--- src/rgb_led_fade_controller_defines.svh ---
// Assertion macros shared by the LED fader RTL.
// Each macro expects clk_i and rst_ni in the scope where it is used.
`ifndef RGB_LED_FADE_CONTROLLER_DEFINES_SVH
`define RGB_LED_FADE_CONTROLLER_DEFINES_SVH

// Property must hold at every clock edge out of reset.
`define RGBF_ASSERT(lbl, prop, msg) \
  lbl: assert property (@(posedge clk_i) disable iff (!rst_ni) (prop)) else $error(msg);

// Condition must never be seen at a clock edge out of reset.
`define RGBF_NEVER(lbl, cond, msg) \
  lbl: assert property (@(posedge clk_i) disable iff (!rst_ni) !(cond)) else $error(msg);

`endif

--- src/rgbf_pkg.sv ---
// Shared types, constants and helper functions for the LED fader.
// No dependencies.
package rgbf_pkg;

  localparam int unsigned OpW     = 3;
  localparam int unsigned LevelW  = 8;
  localparam int unsigned SecW    = 8;
  localparam int unsigned FadeW   = 16;
  localparam int unsigned LfsrW   = 16;
  localparam int unsigned RotW    = 18;
  localparam int unsigned NumChan = 3;
  localparam int unsigned CfgIdxW = 1;
  localparam int unsigned CfgDataW = 16;

  localparam logic [FadeW-1:0]  FadeIntervalReset = 16'd10;
  localparam logic [LfsrW-1:0]  RandomSeedReset   = 16'd44257;
  localparam logic [LfsrW-1:0]  LfsrMask          = 16'hB400;
  localparam logic [SecW-1:0]   RotMinSec         = 8'd5;
  localparam logic [RotW-1:0]   MsPerSec          = 18'd1000;
  localparam logic [RotW-1:0]   RotMax            = '1;
  localparam logic [FadeW-1:0]  FadeMax           = '1;
  localparam logic [LevelW-1:0] FullLevel         = 8'd255;

  typedef enum logic [OpW-1:0] {
    OP_TICK    = 3'd0,
    OP_OFF     = 3'd1,
    OP_ON      = 3'd2,
    OP_SET_RGB = 3'd3,
    OP_ROTATE  = 3'd4
  } op_e;

  typedef enum logic [CfgIdxW-1:0] {
    CFG_FADE_INTERVAL = 1'd0,
    CFG_RANDOM_SEED   = 1'd1
  } cfg_idx_e;

  // index 0 red, 1 green, 2 blue
  typedef logic [NumChan-1:0][LevelW-1:0] color_t;

  typedef struct packed {
    logic [OpW-1:0]    operation;
    logic [LevelW-1:0] red_in;
    logic [LevelW-1:0] green_in;
    logic [LevelW-1:0] blue_in;
    logic [SecW-1:0]   rotate_seconds;
  } item_t;

  typedef struct packed {
    logic [LevelW-1:0] red_level;
    logic [LevelW-1:0] green_level;
    logic [LevelW-1:0] blue_level;
    logic              levels_changed;
  } result_t;

  // One Galois step, shift right with feedback on the bit shifted out.
  function automatic logic [LfsrW-1:0] lfsr_next(input logic [LfsrW-1:0] v);
    logic [LfsrW-1:0] s;
    s = v >> 1;
    if (v[0]) s = s ^ LfsrMask;
    return s;
  endfunction

  // Random level in 128..255 from the low bits of the LFSR.
  function automatic logic [LevelW-1:0] lfsr_level(input logic [LfsrW-1:0] v);
    return {1'b1, v[LevelW-2:0]};
  endfunction

  // A zero seed would lock the LFSR up.
  function automatic logic [LfsrW-1:0] seed_fix(input logic [LfsrW-1:0] v);
    return (v == '0) ? LfsrW'(1) : v;
  endfunction

endpackage

--- src/rgbf_if.sv ---
// Valid/ready channel interfaces for the LED fader input and output words.
// Depends on rgbf_pkg.
interface rgbf_in_if;
  logic                        valid;
  logic                        ready;
  logic [rgbf_pkg::OpW-1:0]    operation;
  logic [rgbf_pkg::LevelW-1:0] red_in;
  logic [rgbf_pkg::LevelW-1:0] green_in;
  logic [rgbf_pkg::LevelW-1:0] blue_in;
  logic [rgbf_pkg::SecW-1:0]   rotate_seconds;

  modport source (output valid, operation, red_in, green_in, blue_in, rotate_seconds,
                  input ready);
  modport sink (input valid, operation, red_in, green_in, blue_in, rotate_seconds,
                output ready);
endinterface

interface rgbf_out_if;
  logic                        valid;
  logic                        ready;
  logic [rgbf_pkg::LevelW-1:0] red_level;
  logic [rgbf_pkg::LevelW-1:0] green_level;
  logic [rgbf_pkg::LevelW-1:0] blue_level;
  logic                        levels_changed;

  modport source (output valid, red_level, green_level, blue_level, levels_changed,
                  input ready);
  modport sink (input valid, red_level, green_level, blue_level, levels_changed,
                output ready);
endinterface

--- src/rgbf_out_buf.sv ---
// Two-entry output buffer (head register plus skid register) for result words.
// Depends on rgbf_pkg, rgbf_if and the assertion macro header.
`include "rgb_led_fade_controller_defines.svh"

module rgbf_out_buf (
  input  logic              clk_i,
  input  logic              rst_ni,
  input  logic              push_i,
  input  rgbf_pkg::result_t push_data_i,
  output logic              full_o,
  rgbf_out_if.source        out_o
);

  logic              head_vld_q, head_vld_d;
  logic              skid_vld_q, skid_vld_d;
  rgbf_pkg::result_t head_q, head_d;
  rgbf_pkg::result_t skid_q, skid_d;
  logic              pop;

  assign pop = head_vld_q && out_o.ready;

  always_comb begin
    head_vld_d = head_vld_q;
    skid_vld_d = skid_vld_q;
    head_d     = head_q;
    skid_d     = skid_q;
    if (pop) begin
      if (skid_vld_q) begin
        head_d     = skid_q;
        skid_vld_d = push_i;
        skid_d     = push_data_i;
      end else begin
        head_vld_d = push_i;
        head_d     = push_data_i;
      end
    end else if (push_i) begin
      if (!head_vld_q) begin
        head_vld_d = 1'b1;
        head_d     = push_data_i;
      end else begin
        skid_vld_d = 1'b1;
        skid_d     = push_data_i;
      end
    end
  end

  always_ff @(posedge clk_i or negedge rst_ni) begin
    if (!rst_ni) begin
      head_vld_q <= 1'b0;
      skid_vld_q <= 1'b0;
    end else begin
      head_vld_q <= head_vld_d;
      skid_vld_q <= skid_vld_d;
    end
  end

  always_ff @(posedge clk_i) begin
    head_q <= head_d;
    skid_q <= skid_d;
  end

  assign full_o               = skid_vld_q;
  assign out_o.valid          = head_vld_q;
  assign out_o.red_level      = head_q.red_level;
  assign out_o.green_level    = head_q.green_level;
  assign out_o.blue_level     = head_q.blue_level;
  assign out_o.levels_changed = head_q.levels_changed;

  `RGBF_NEVER(a_no_overflow, push_i && skid_vld_q, "result pushed into full buffer")
  `RGBF_ASSERT(a_skid_behind_head, skid_vld_q |-> head_vld_q, "skid holds word without head")

endmodule

--- src/rgb_led_fade_controller.sv ---
// RGB LED fade controller: three-channel level fader with random color rotation.
// Result path: each word passes through the input register, then the result buffer, before its result is valid.
// Throughput: one word per cycle while the result buffer has room; the per-word update of all state is combinational.
// A two-entry result buffer lets input words keep flowing while a result waits.
// Reset (rst_ni, async active low): levels/targets/counters clear, fade_interval = 10,
// LFSR loads 44257. Depends on rgbf_pkg, rgbf_if, rgbf_out_buf and the macro header.
`include "rgb_led_fade_controller_defines.svh"

module rgb_led_fade_controller (
  input  logic                            clk_i,
  input  logic                            rst_ni,
  rgbf_in_if.sink                         in_i,
  rgbf_out_if.source                      out_o,
  input  logic                            cfg_we_i,
  input  logic [rgbf_pkg::CfgIdxW-1:0]    cfg_index_i,
  input  logic [rgbf_pkg::CfgDataW-1:0]   cfg_data_i
);

  // ---------------------------------------------------------------------------
  // Input stage: one word register. It drains whenever the result buffer has
  // room, so ready only drops when both the input register and skid are full.
  // ---------------------------------------------------------------------------
  logic            item_vld_q, item_vld_d;
  rgbf_pkg::item_t item_q;
  logic            buf_full;
  logic            advance;
  logic            accept;

  assign advance    = item_vld_q && !buf_full;
  assign in_i.ready = !item_vld_q || !buf_full;
  assign accept     = in_i.valid && in_i.ready;

  always_comb begin
    item_vld_d = item_vld_q;
    if (accept)       item_vld_d = 1'b1;
    else if (advance) item_vld_d = 1'b0;
  end

  always_ff @(posedge clk_i) begin
    if (accept) begin
      item_q.operation      <= in_i.operation;
      item_q.red_in         <= in_i.red_in;
      item_q.green_in       <= in_i.green_in;
      item_q.blue_in        <= in_i.blue_in;
      item_q.rotate_seconds <= in_i.rotate_seconds;
    end
  end

  // ---------------------------------------------------------------------------
  // Controller state
  // ---------------------------------------------------------------------------
  rgbf_pkg::color_t                cur_q, cur_d;
  rgbf_pkg::color_t                tgt_q, tgt_d;
  rgbf_pkg::color_t                rem_q, rem_d;
  logic                            rot_active_q, rot_active_d;
  logic [rgbf_pkg::RotW-1:0]       rot_period_q, rot_period_d;
  logic [rgbf_pkg::RotW-1:0]       rot_elapsed_q, rot_elapsed_d;
  logic [rgbf_pkg::FadeW-1:0]      fade_elapsed_q, fade_elapsed_d;
  logic [rgbf_pkg::LfsrW-1:0]      lfsr_q, lfsr_d;
  logic [rgbf_pkg::FadeW-1:0]      fade_interval_q, fade_interval_d;

  // Random draw: three chained LFSR steps, red first.
  logic [rgbf_pkg::LfsrW-1:0]      lfsr1, lfsr2, lfsr3;
  rgbf_pkg::color_t                draw_color;

  assign lfsr1 = rgbf_pkg::lfsr_next(lfsr_q);
  assign lfsr2 = rgbf_pkg::lfsr_next(lfsr1);
  assign lfsr3 = rgbf_pkg::lfsr_next(lfsr2);
  assign draw_color[0] = rgbf_pkg::lfsr_level(lfsr1);
  assign draw_color[1] = rgbf_pkg::lfsr_level(lfsr2);
  assign draw_color[2] = rgbf_pkg::lfsr_level(lfsr3);

  // Tick path: rotation is serviced first, fading then looks at the new target.
  logic [rgbf_pkg::RotW-1:0]       rot_inc;
  logic                            rot_fire;
  rgbf_pkg::color_t                tgt_tick;
  logic [rgbf_pkg::FadeW-1:0]      fade_inc;
  logic                            fade_fire;
  rgbf_pkg::color_t                stepped;

  assign rot_inc  = (rot_elapsed_q == rgbf_pkg::RotMax) ? rot_elapsed_q
                                                        : rot_elapsed_q + rgbf_pkg::RotW'(1);
  assign rot_fire = rot_active_q && (rot_inc > rot_period_q);
  assign tgt_tick = rot_fire ? draw_color : tgt_q;
  assign fade_inc = (fade_elapsed_q == rgbf_pkg::FadeMax) ? fade_elapsed_q
                                                          : fade_elapsed_q + rgbf_pkg::FadeW'(1);
  assign fade_fire = (cur_q != tgt_tick) && (fade_inc > fade_interval_q);

  // One level toward target on every channel, channels independent.
  always_comb begin
    for (int c = 0; c < rgbf_pkg::NumChan; c++) begin
      if (cur_q[c] < tgt_tick[c])      stepped[c] = cur_q[c] + rgbf_pkg::LevelW'(1);
      else if (cur_q[c] > tgt_tick[c]) stepped[c] = cur_q[c] - rgbf_pkg::LevelW'(1);
      else                             stepped[c] = cur_q[c];
    end
  end

  // Rotation period in ms: max(5, seconds) * 1000, at most 255000.
  logic [rgbf_pkg::SecW-1:0]       rot_secs;
  logic [rgbf_pkg::RotW-1:0]       rot_period_new;

  assign rot_secs = (item_q.rotate_seconds < rgbf_pkg::RotMinSec) ? rgbf_pkg::RotMinSec
                                                                  : item_q.rotate_seconds;
  assign rot_period_new = rgbf_pkg::RotW'(rot_secs) * rgbf_pkg::MsPerSec;

  logic                            changed;

  always_comb begin
    cur_d           = cur_q;
    tgt_d           = tgt_q;
    rem_d           = rem_q;
    rot_active_d    = rot_active_q;
    rot_period_d    = rot_period_q;
    rot_elapsed_d   = rot_elapsed_q;
    fade_elapsed_d  = fade_elapsed_q;
    lfsr_d          = lfsr_q;
    fade_interval_d = fade_interval_q;
    changed         = 1'b0;

    if (advance) begin
      case (item_q.operation)
        rgbf_pkg::OP_TICK: begin
          if (rot_active_q) begin
            rot_elapsed_d = rot_fire ? '0 : rot_inc;
          end
          if (rot_fire) begin
            lfsr_d = lfsr3;
          end
          tgt_d          = tgt_tick;
          fade_elapsed_d = fade_fire ? '0 : fade_inc;
          if (fade_fire) begin
            cur_d   = stepped;
            changed = 1'b1;
          end
        end
        rgbf_pkg::OP_OFF: begin
          rot_active_d = 1'b0;
          tgt_d        = '0;
        end
        rgbf_pkg::OP_ON: begin
          rot_active_d = 1'b0;
          // all-dark memory means full white
          if (rem_q == '0) begin
            rem_d = {rgbf_pkg::NumChan{rgbf_pkg::FullLevel}};
            tgt_d = {rgbf_pkg::NumChan{rgbf_pkg::FullLevel}};
          end else begin
            tgt_d = rem_q;
          end
        end
        rgbf_pkg::OP_SET_RGB: begin
          rot_active_d = 1'b0;
          rem_d[0]     = item_q.red_in;
          rem_d[1]     = item_q.green_in;
          rem_d[2]     = item_q.blue_in;
          tgt_d[0]     = item_q.red_in;
          tgt_d[1]     = item_q.green_in;
          tgt_d[2]     = item_q.blue_in;
        end
        rgbf_pkg::OP_ROTATE: begin
          rot_period_d  = rot_period_new;
          rot_active_d  = 1'b1;
          rot_elapsed_d = '0;
          tgt_d         = draw_color;
          lfsr_d        = lfsr3;
        end
        default: begin
          // unused codes leave state alone
        end
      endcase
    end

    // Config writes are to arrive only while idle; the block itself does not enforce this.
    if (cfg_we_i) begin
      case (cfg_index_i)
        rgbf_pkg::CFG_FADE_INTERVAL: fade_interval_d = cfg_data_i;
        rgbf_pkg::CFG_RANDOM_SEED:   lfsr_d          = rgbf_pkg::seed_fix(cfg_data_i);
        default: begin
        end
      endcase
    end
  end

  always_ff @(posedge clk_i or negedge rst_ni) begin
    if (!rst_ni) begin
      item_vld_q      <= 1'b0;
      cur_q           <= '0;
      tgt_q           <= '0;
      rem_q           <= '0;
      rot_active_q    <= 1'b0;
      rot_period_q    <= '0;
      rot_elapsed_q   <= '0;
      fade_elapsed_q  <= '0;
      lfsr_q          <= rgbf_pkg::seed_fix(rgbf_pkg::RandomSeedReset);
      fade_interval_q <= rgbf_pkg::FadeIntervalReset;
    end else begin
      item_vld_q      <= item_vld_d;
      cur_q           <= cur_d;
      tgt_q           <= tgt_d;
      rem_q           <= rem_d;
      rot_active_q    <= rot_active_d;
      rot_period_q    <= rot_period_d;
      rot_elapsed_q   <= rot_elapsed_d;
      fade_elapsed_q  <= fade_elapsed_d;
      lfsr_q          <= lfsr_d;
      fade_interval_q <= fade_interval_d;
    end
  end

  // ---------------------------------------------------------------------------
  // Result word: levels after the update plus the fade-step flag.
  // ---------------------------------------------------------------------------
  rgbf_pkg::result_t result;

  assign result.red_level      = cur_d[0];
  assign result.green_level    = cur_d[1];
  assign result.blue_level     = cur_d[2];
  assign result.levels_changed = changed;

  rgbf_out_buf u_out_buf (
    .clk_i       (clk_i),
    .rst_ni      (rst_ni),
    .push_i      (advance),
    .push_data_i (result),
    .full_o      (buf_full),
    .out_o       (out_o)
  );

  `RGBF_NEVER(a_lfsr_nonzero, lfsr_q == '0, "LFSR locked at zero")
  `RGBF_ASSERT(a_rot_elapsed_bound, rot_active_q |-> (rot_elapsed_q <= rot_period_q),
               "rotation counter beyond period")
  `RGBF_ASSERT(a_rot_target_bright,
               rot_active_q |-> (tgt_q[0][7] && tgt_q[1][7] && tgt_q[2][7]),
               "rotation target below half level")
  `RGBF_ASSERT(a_cmd_keeps_levels,
               (advance && (item_q.operation != rgbf_pkg::OP_TICK)) |=> $stable(cur_q),
               "command changed drive levels")

endmodule
--- src/flat_wrapper.sv ---
// flat-port wrapper written by rule: the top's interface ports become plain ports
module rgb_led_fade_controller_flat 
  (clk_i, rst_ni, cfg_we_i, cfg_index_i, cfg_data_i, in_i_valid, in_i_operation, in_i_red_in, in_i_green_in, in_i_blue_in, in_i_rotate_seconds, in_i_ready, out_o_valid, out_o_red_level, out_o_green_level, out_o_blue_level, out_o_levels_changed, out_o_ready);
  rgbf_in_if in_i_i ();
  rgbf_out_if out_o_i ();
  input  logic clk_i;
  input  logic rst_ni;
  input  logic cfg_we_i;
  input  logic [rgbf_pkg::CfgIdxW-1:0] cfg_index_i;
  input  logic [rgbf_pkg::CfgDataW-1:0] cfg_data_i;
  input wire logic [$bits(in_i_i.valid)-1:0] in_i_valid;
  input wire logic [$bits(in_i_i.operation)-1:0] in_i_operation;
  input wire logic [$bits(in_i_i.red_in)-1:0] in_i_red_in;
  input wire logic [$bits(in_i_i.green_in)-1:0] in_i_green_in;
  input wire logic [$bits(in_i_i.blue_in)-1:0] in_i_blue_in;
  input wire logic [$bits(in_i_i.rotate_seconds)-1:0] in_i_rotate_seconds;
  output wire logic [$bits(in_i_i.ready)-1:0] in_i_ready;
  output wire logic [$bits(out_o_i.valid)-1:0] out_o_valid;
  output wire logic [$bits(out_o_i.red_level)-1:0] out_o_red_level;
  output wire logic [$bits(out_o_i.green_level)-1:0] out_o_green_level;
  output wire logic [$bits(out_o_i.blue_level)-1:0] out_o_blue_level;
  output wire logic [$bits(out_o_i.levels_changed)-1:0] out_o_levels_changed;
  input wire logic [$bits(out_o_i.ready)-1:0] out_o_ready;
  assign in_i_i.valid = in_i_valid;
  assign in_i_i.operation = in_i_operation;
  assign in_i_i.red_in = in_i_red_in;
  assign in_i_i.green_in = in_i_green_in;
  assign in_i_i.blue_in = in_i_blue_in;
  assign in_i_i.rotate_seconds = in_i_rotate_seconds;
  assign in_i_ready = in_i_i.ready;
  assign out_o_valid = out_o_i.valid;
  assign out_o_red_level = out_o_i.red_level;
  assign out_o_green_level = out_o_i.green_level;
  assign out_o_blue_level = out_o_i.blue_level;
  assign out_o_levels_changed = out_o_i.levels_changed;
  assign out_o_i.ready = out_o_ready;
  rgb_led_fade_controller u_core (.clk_i(clk_i), .rst_ni(rst_ni), .in_i(in_i_i), .out_o(out_o_i), .cfg_we_i(cfg_we_i), .cfg_index_i(cfg_index_i), .cfg_data_i(cfg_data_i));
endmodule
--- config.mk ---
export PLATFORM = sky130hd
export DESIGN_NAME = rgb_led_fade_controller_flat
export DESIGN_NICKNAME = d
export VERILOG_FILES = /design/src/rgbf_pkg.sv /design/src/rgbf_if.sv /design/src/rgbf_out_buf.sv /design/src/rgb_led_fade_controller.sv /design/src/flat_wrapper.sv
export VERILOG_INCLUDE_DIRS = /design/src /design/src/src
export SDC_FILE = /design/constraint.sdc
export NUM_CORES = 1
export LEC_CHECK = 0
export BUFFER_PORTS_ARGS = -buffer_cell sky130_fd_sc_hd__buf_2
export CAP_MARGIN = 5
export CORE_MARGIN = 3
export CORE_UTILIZATION = 43
export CTS_CLUSTER_SIZE = 8
export DETAILED_ROUTE_END_ITERATION = 8
export PLACE_DENSITY = 0.68
export SYNTH_ARGS = -nofsm -noshare
export SYNTH_HDL_FRONTEND = slang
export SYNTH_SLANG_ARGS = --single-unit
--- constraint.sdc ---
create_clock -name clk_i -period 8.7 [get_ports clk_i]
set_input_delay 0.87 -clock clk_i [delete_from_list [all_inputs] [get_ports clk_i]]
set_output_delay 0.87 -clock clk_i [all_outputs]
set_load 0.05 [all_outputs]
==> results.cfg, run 1 <==
[pwr]
leakagePower_nw = 7.301
combPwrFrac_pct = 40.3
switchingPower_mw = 1.920
powerDensity_mw_per_mm2 = 308.5
switching_share_pct = 38.07
p_clk_share_pct = 25.1
p_int_mw = 3.123
pwr-share-seq_pct = 34.6
peakVddDrop_v = 0.0002045

[yosys]
syn-mean-instance-area_sq_um = 9.879
synth_top_family_by_area = compound AO/OA/AOI/OAI gates
synth_compound_gate_area_share_pct = 19.28
syn_area_sq_mm = 0.01448
synth.most_common_cell = nand2_1
synthMuxAreaShare_pct = 2.410
synthAdderAreaFrac_pct = 11.37
yosysWarnings = 0
syn_nets = 1642
synthTopCellsByArea = dfrtp_1, edfxtp_1, ha_1
synth_cell_types = 82
synthArstFlopShare_pct = 64.88
ys_seq_area_share_pct = 44.84
yosys.area_share.simple_pct = 14.82
synth_edf_count = 85
synth_top_area_share_pct = 25.40
synth-seq-cells = 242
synth_common_cells = nand2_1, dfrtp_1, o21ai_0
ys.flop_type = dfrtp_1
yosys.area.top_type = dfrtp_1
synth_xor_xnor_area_share_pct = 3.145
syn_inst = 1466

[die]
row_count = 66
ios = 84
core_sq_mm = 0.03287
die-area_sq_mm = 0.03592
die-width_um = 189.5
initial_core_util_pct = 44.07
dieHeight_um = 189.5

[critical_path]
arrival_ps = 7440
cp_max_fo = 27
end_kind = flip-flop
critPathKind = reg2reg
reg2reg_depth = 25
cp.required_ps = 8940
start_kind = flip-flop

[timing]
tightest_slew_ps = 1178
fin_setup_tns_ps = 0
setup_ws_ps = 1503
timing.hold.ws_ps = 414.8
finalClockSkew_ps = 20.67
setup_viol = 0
drv_slew = 0
hold_viol_final = 0
slew_headroom_pct = 21.17
timing.fmax_mhz = 139.0
fin_crit_sh_pct = 82.72
period_needed_ps = 7197
rsz0062_at_grt = no

[global_route]
antenna_found_initial = 0
grt_pass1_wl_um = 57520
gr-total-overflow = 0
grt_start_max_net_pins = 93
grt_usage_pct = 19.55
grt_pass1_vias = 10820

[placement]
pre_cts_ws_ps = 1665
finalWeightedCongestion = 0.8610
post-place-cells = 1933
io_buffers = 83
hpwl_um = 25120

[drt]
vias_per_cell = 5.710
firstDrtPassIters = 5
wl_per_cell_um = 17.56
drc_errors = 0
wirelength_um = 35020
ant_nets = 0
vias = 11390
first_iter_violations = 909

[cells_and_area]
area_growth_pct = 12.86
drive_gt1_share_pct = 11.47
final_core_util_pct = 49.73
antenna_cells = 0
nNetsFinal = 1705
fin_cells = 1994

[clock_tree]
cts_tree = done
cts_hold_buffers = 0
clk_path_buf_depth = 3
root_buffer = clkbuf_16
cts.sinks = 242
postCtsResizedCells = 0
clock_latency_ps = 520
post_cts_buffers = 0
numCtsBuffers = 36
h-tree-depth = 2
clkSlewWorstSetupHoldPaths_ps = 50

[job]
cap_viol_max_count = 0

[hold_path]
hold_class = in2async

[run_status]
status = completed
power groups by stage:
stage / Sequential, mW / Combinational [mW] / Clock [mW]
final: 1.74 / 2.03 / 1.26
after global routing: 1.78 / 2.31 / 1.35
after CTS: 1.74 / 2.05 / 1.29
after detailed placement: 1.76 / 2.03 / 0
after global placement: 1.75 / 1.99 / 0
after floorplan: 1.84 / 1.45 / 0
per-layer routing:
layer,track usage (%),part of all wire (%),vias to the layer above
met5,0,0,-
met4,4.834,2.0,0
met3,3.277,5.9,55
met2,29.17,43,364
met1,29.66,49,5482
li1,-,-,5485
worst paths after layout:
check | slack (ps) | from | to
worst max-delay path | 1500 | u_core.rot_elapsed_q[8] | u_core.u_out_buf.skid_q[2]
worst min-delay path | 410 | rst_ni | u_core.cur_q[0]
worst max register to register | 1500 | u_core.rot_elapsed_q[8] | u_core.u_out_buf.skid_q[2]
worst min register to register | 470 | u_core.tgt_q[4] | u_core.tgt_q[4]
max in group asynchronous | 6890 | rst_ni | u_core.fade_elapsed_q[10]
min in group clk_i | 470 | u_core.tgt_q[4] | u_core.tgt_q[4]
metrics by stage:
step                power, mW  area (sq um)
floorplan               3.290         14480
global route            5.434         16340
finish                  5.043         16340
CTS                     5.087         16340
detailed placement      3.792         15320
global placement        3.738         15320
final cells by class:
type / count / area, sq um
fill: 3034 / 16520
tap: 442 / 553.0
timing repair buffer: 98 / 534.3
inverter: 84 / 315.3
sequential: 242 / 6494
clock buffer: 58 / 993.5
multi-input combinational: 1067 / 7425
clock inverter: 3 / 30.03
critical path, cell delays in order (launching register included):
cell,delay [ps]
dfrtp_1,440
nand3_2,130
nor4_1,530
nand3_1,290
and3b_1,290
nand3_1,200
nor3_1,120
xor2_1,160
ha_1,330
nand4_1,170
nor4b_1,500
o311ai_4,230
o21ai_2,90
buf_4,300
mux2i_1,320
ha_1,290
and4_1,230
and2_1,190
and3_1,210
and2_1,160
mux2i_1,770
o31ai_4,70
buf_4,270
inv_1,170
o32ai_1,120
or2_2,310
cell usage in the layout, fill, tap and decap left out, drive strengths merged, types with 19 or more instances in the layout:
cell type / netlist / layout
a21o: 33 / 33
a21oi: 84 / 84
a31oi: 19 / 19
buf: 13 / 98
clkbuf: 60 / 58
dfrtp: 147 / 147
edfxtp: 85 / 85
fa: 21 / 21
ha: 98 / 98
inv: 84 / 85
mux2i: 27 / 27
nand2: 165 / 165
nand3: 42 / 42
nand4: 25 / 25
nor2: 84 / 84
nor3: 23 / 23
nor4: 20 / 20
o21a: 19 / 19
o21ai: 129 / 129
o22a: 28 / 28
xnor2: 30 / 30
xor2: 22 / 22
cells by family after synthesis:
kind of cell | Yosys count
multiplexers | 34
buffers and inverters | 157
AO/OA/AOI/OAI | 417
flip-flops | 242
XOR/XNOR | 52
AND/OR/NAND/NOR | 445
adder cells (fa/ha/maj) | 119
sequential cells by signal, indices dropped and copies added, names as in the netlist, 15 cells and up:
name	count
u_core.cur_q	24
u_core.fade_elapsed_q	16
u_core.fade_interval_q	16
u_core.item_q	35
u_core.lfsr_q	16
u_core.rem_q	24
u_core.rot_elapsed_q	18
u_core.rot_period_q	15
u_core.tgt_q	24
u_core.u_out_buf.skid_q	25
(Power assumes the default switching activity.)
==> run 2, diff against run 1 <==
--- a/config.mk
+++ b/config.mk
@@ -6,6 +6,7 @@
 export SDC_FILE = /design/constraint.sdc
 export NUM_CORES = 1
 export LEC_CHECK = 0
+export ABC_AREA = 1
 export BUFFER_PORTS_ARGS = -buffer_cell sky130_fd_sc_hd__buf_2
 export CAP_MARGIN = 5
 export CORE_MARGIN = 3
==> constraint.sdc (replaced) <==
create_clock -name clk_i -period 7 [get_ports clk_i]
set_input_delay 0.7 -clock clk_i [delete_from_list [all_inputs] [get_ports clk_i]]
set_output_delay 0.7 -clock clk_i [all_outputs]
set_load 0.05 [all_outputs]
==> run 2 against run 1 <==
Combinational power rose by 26%. Global-route usage rose by 0.49 points. Via count rose by 8.1%. Register-to-register slack got worse by 560 ps. Final area rose by 2.2%. Power rose by 24%. Die area rose by 2.2%. Highest routed layer unchanged.
==> results.cfg, run 2 <==
[run_status]
status = completed

[critical_path]
cp.required_ps = 7260
crit_slowest_cell = o21ai_0
reg2reg_to = u_core.u_out_buf.out_o.blue_level[1]
cp_slowest_stage_delay_ps = 570
r2r-start = u_core.rot_elapsed_q[1]
arrival_ps = 6320
cp_max_fo = 21
reg2reg_depth = 32
start_kind = flip-flop
end_kind = flip-flop
critPathKind = reg2reg
rrSetupSlack_ps = 940

[cells_and_area]
largest_register_ff_count = 35
final_common_cell = nand2_1
drive_gt1_share_pct = 9.756
antenna_cells = 0
biggestRegsByFlops = u_core.item_q x35, u_core.u_out_buf.skid_q x25
final_cell_mix = nand2_1, inv_1, dfrtp_1
area_growth_pct = 12.80
nNetsFinal = 2039
top_register = u_core.item_q
final_core_util_pct = 49.56
fin_cells = 2334

[hold_path]
hold_class = in2async

[pwr]
leakagePower_nw = 8.182
peakVddDrop_v = 0.0002258
powerDensity_mw_per_mm2 = 374.6

[die]
die-area_sq_mm = 0.03669
row_count = 67
die-width_um = 191.6
ios = 84
dieHeight_um = 191.6
core_sq_mm = 0.03370
initial_core_util_pct = 43.93

[timing]
period_needed_ps = 6057
tightest_slew_ps = 1242
fin_crit_sh_pct = 86.53
hold_viol_final = 0
rsz0062_at_grt = no
timing.hold.ws_ps = 216.3
finalClockSkew_ps = 18.38
drv_slew = 0
fin_setup_tns_ps = 0
slew_headroom_pct = 16.90
setup_viol = 0
timing.fmax_mhz = 165.1

[drt]
vias_per_cell = 5.272
wirelength_um = 36000
drc_errors = 0
vias = 12310
ant_nets = 0
first_iter_violations = 992
firstDrtPassIters = 5
wl_per_cell_um = 15.43

[clock_tree]
postCtsResizedCells = 0
cts_tree = done
clk_path_buf_depth = 3
root_buffer = clkbuf_16
post_cts_buffers = 0
cts_hold_buffers = 0
clock_latency_ps = 510
h-tree-depth = 2
numCtsBuffers = 36
clkSlewWorstSetupHoldPaths_ps = 50
cts.sinks = 242

[global_route]
grt_start_max_net_pins = 84
grt_pass1_vias = 12060
grt_usage_pct = 20.04
grt_pass1_wl_um = 60310
gr-total-overflow = 0
antenna_found_initial = 0

[yosys]
synthTopCellsByArea = dfrtp_1, edfxtp_1, nand2_1
syn_nets = 1960
synth_common_cells = nand2_1, inv_1, dfrtp_1
ys.flop_type = dfrtp_1
synthArstFlopShare_pct = 64.88
syn_area_sq_mm = 0.01481
synth_edf_count = 85
ys_seq_area_share_pct = 43.86
synth-seq-cells = 242
synth_cell_types = 52
syn_inst = 1784
synth_top_area_share_pct = 24.85
synth.most_common_cell = nand2_1
syn-mean-instance-area_sq_um = 8.299
yosysWarnings = 0
yosys.area.top_type = dfrtp_1

[job]
cap_viol_max_count = 0

[placement]
post-place-cells = 2273
finalWeightedCongestion = 0.9068
hpwl_um = 26200
io_buffers = 83
## run 2: cell count changes in the layout (fill, tap and decap cells not counted), sizes merged, moves of 20 or more
cell   delta
inv     +184
a21oi    -25
nand2   +259
o22a     -28
nand3    +93
nor2     +48
a21o     -31
mux2i    -27
xnor2    -20
## run 2: metrics by stage
| step | power (mW) | setup WS [ps] | instance area, sq um |
|---|---|---|---|
| 5_1_grt | 6.779 | 312.6 | 16700 |
| 3_5_place_dp | 4.633 | 1017 | 15650 |
| 3_3_place_gp | 4.578 | 1258 | 15650 |
| 2_1_floorplan | 4.040 | 1957 | 14810 |
| 6_report | 6.257 | 943.0 | 16700 |
| 4_1_cts | 6.318 | 1012 | 16700 |
## run 2: how the worst max path moves through the flow
stage	startpoint	to	cells after the start
5_1_grt	u_core.rot_elapsed_q[1]	u_core.u_out_buf.out_o.blue_level[4]	30
4_1_cts	u_core.rot_elapsed_q[0]	u_core.u_out_buf.out_o.red_level[1]	34
6_report	u_core.rot_elapsed_q[1]	u_core.u_out_buf.out_o.blue_level[1]	32
3_3_place_gp	u_core.rot_elapsed_q[0]	u_core.u_out_buf.out_o.red_level[5]	33
3_5_place_dp	u_core.rot_elapsed_q[0]	u_core.u_out_buf.out_o.red_level[1]	34
2_1_floorplan	u_core.rot_elapsed_q[0]	u_core.u_out_buf.out_o.blue_level[5]	33
## run 2: critical path, delay by kind of cell, from the launching register on
kind	cells	cell delay, ps
fa+ha+maj	3	880
simple gates	16	1920
buf+inv	5	610
xor+xnor	1	190
compound gates	7	1800
flops	1	410
## run 2: power breakdown
| part | total (mW) | switching [mW] | internal (mW) |
|---|---|---|---|
| combinational | 2.55 | 1.64 | 0.906 |
| clock | 1.62 | 0.627 | 0.998 |
| sequential | 2.08 | 0.199 | 1.88 |
| total | 6.26 | 2.47 | 3.79 |
## run 2: cell type report
cell class                      count  area, sq um
Fill cell                        3239        17000
Multi-Input combinational cell   1218         7072
Sequential cell                   242         6494
Clock buffer                       59         1030
Inverter                          271         1017
Tap cell                          448        560.5
Timing Repair Buffer               94        504.2
Clock inverter                      2        23.77
## run 2: kinds of logic (layout without fill, tap and decap cells)
logic type | count (synthesis) | after routing | synth area share (%)
compound gates | 285 | 285 | 11.19
buf+inv | 324 | 426 | 8.518
flops | 242 | 242 | 43.86
xor+xnor | 36 | 36 | 2.130
simple gates | 778 | 778 | 23.18
fa+ha+maj | 119 | 119 | 11.12
## run 2: per-layer routing
metal	GRT usage, %	up-vias	wire length (um)	part of all wire [%]
li1	-	6101	-	-
met2	32.59	338	16610	46
met4	6.520	0	1011	2.8
met1	27.59	5798	16380	45
met3	2.971	68	2004	5.6
met5	0	-	0	0
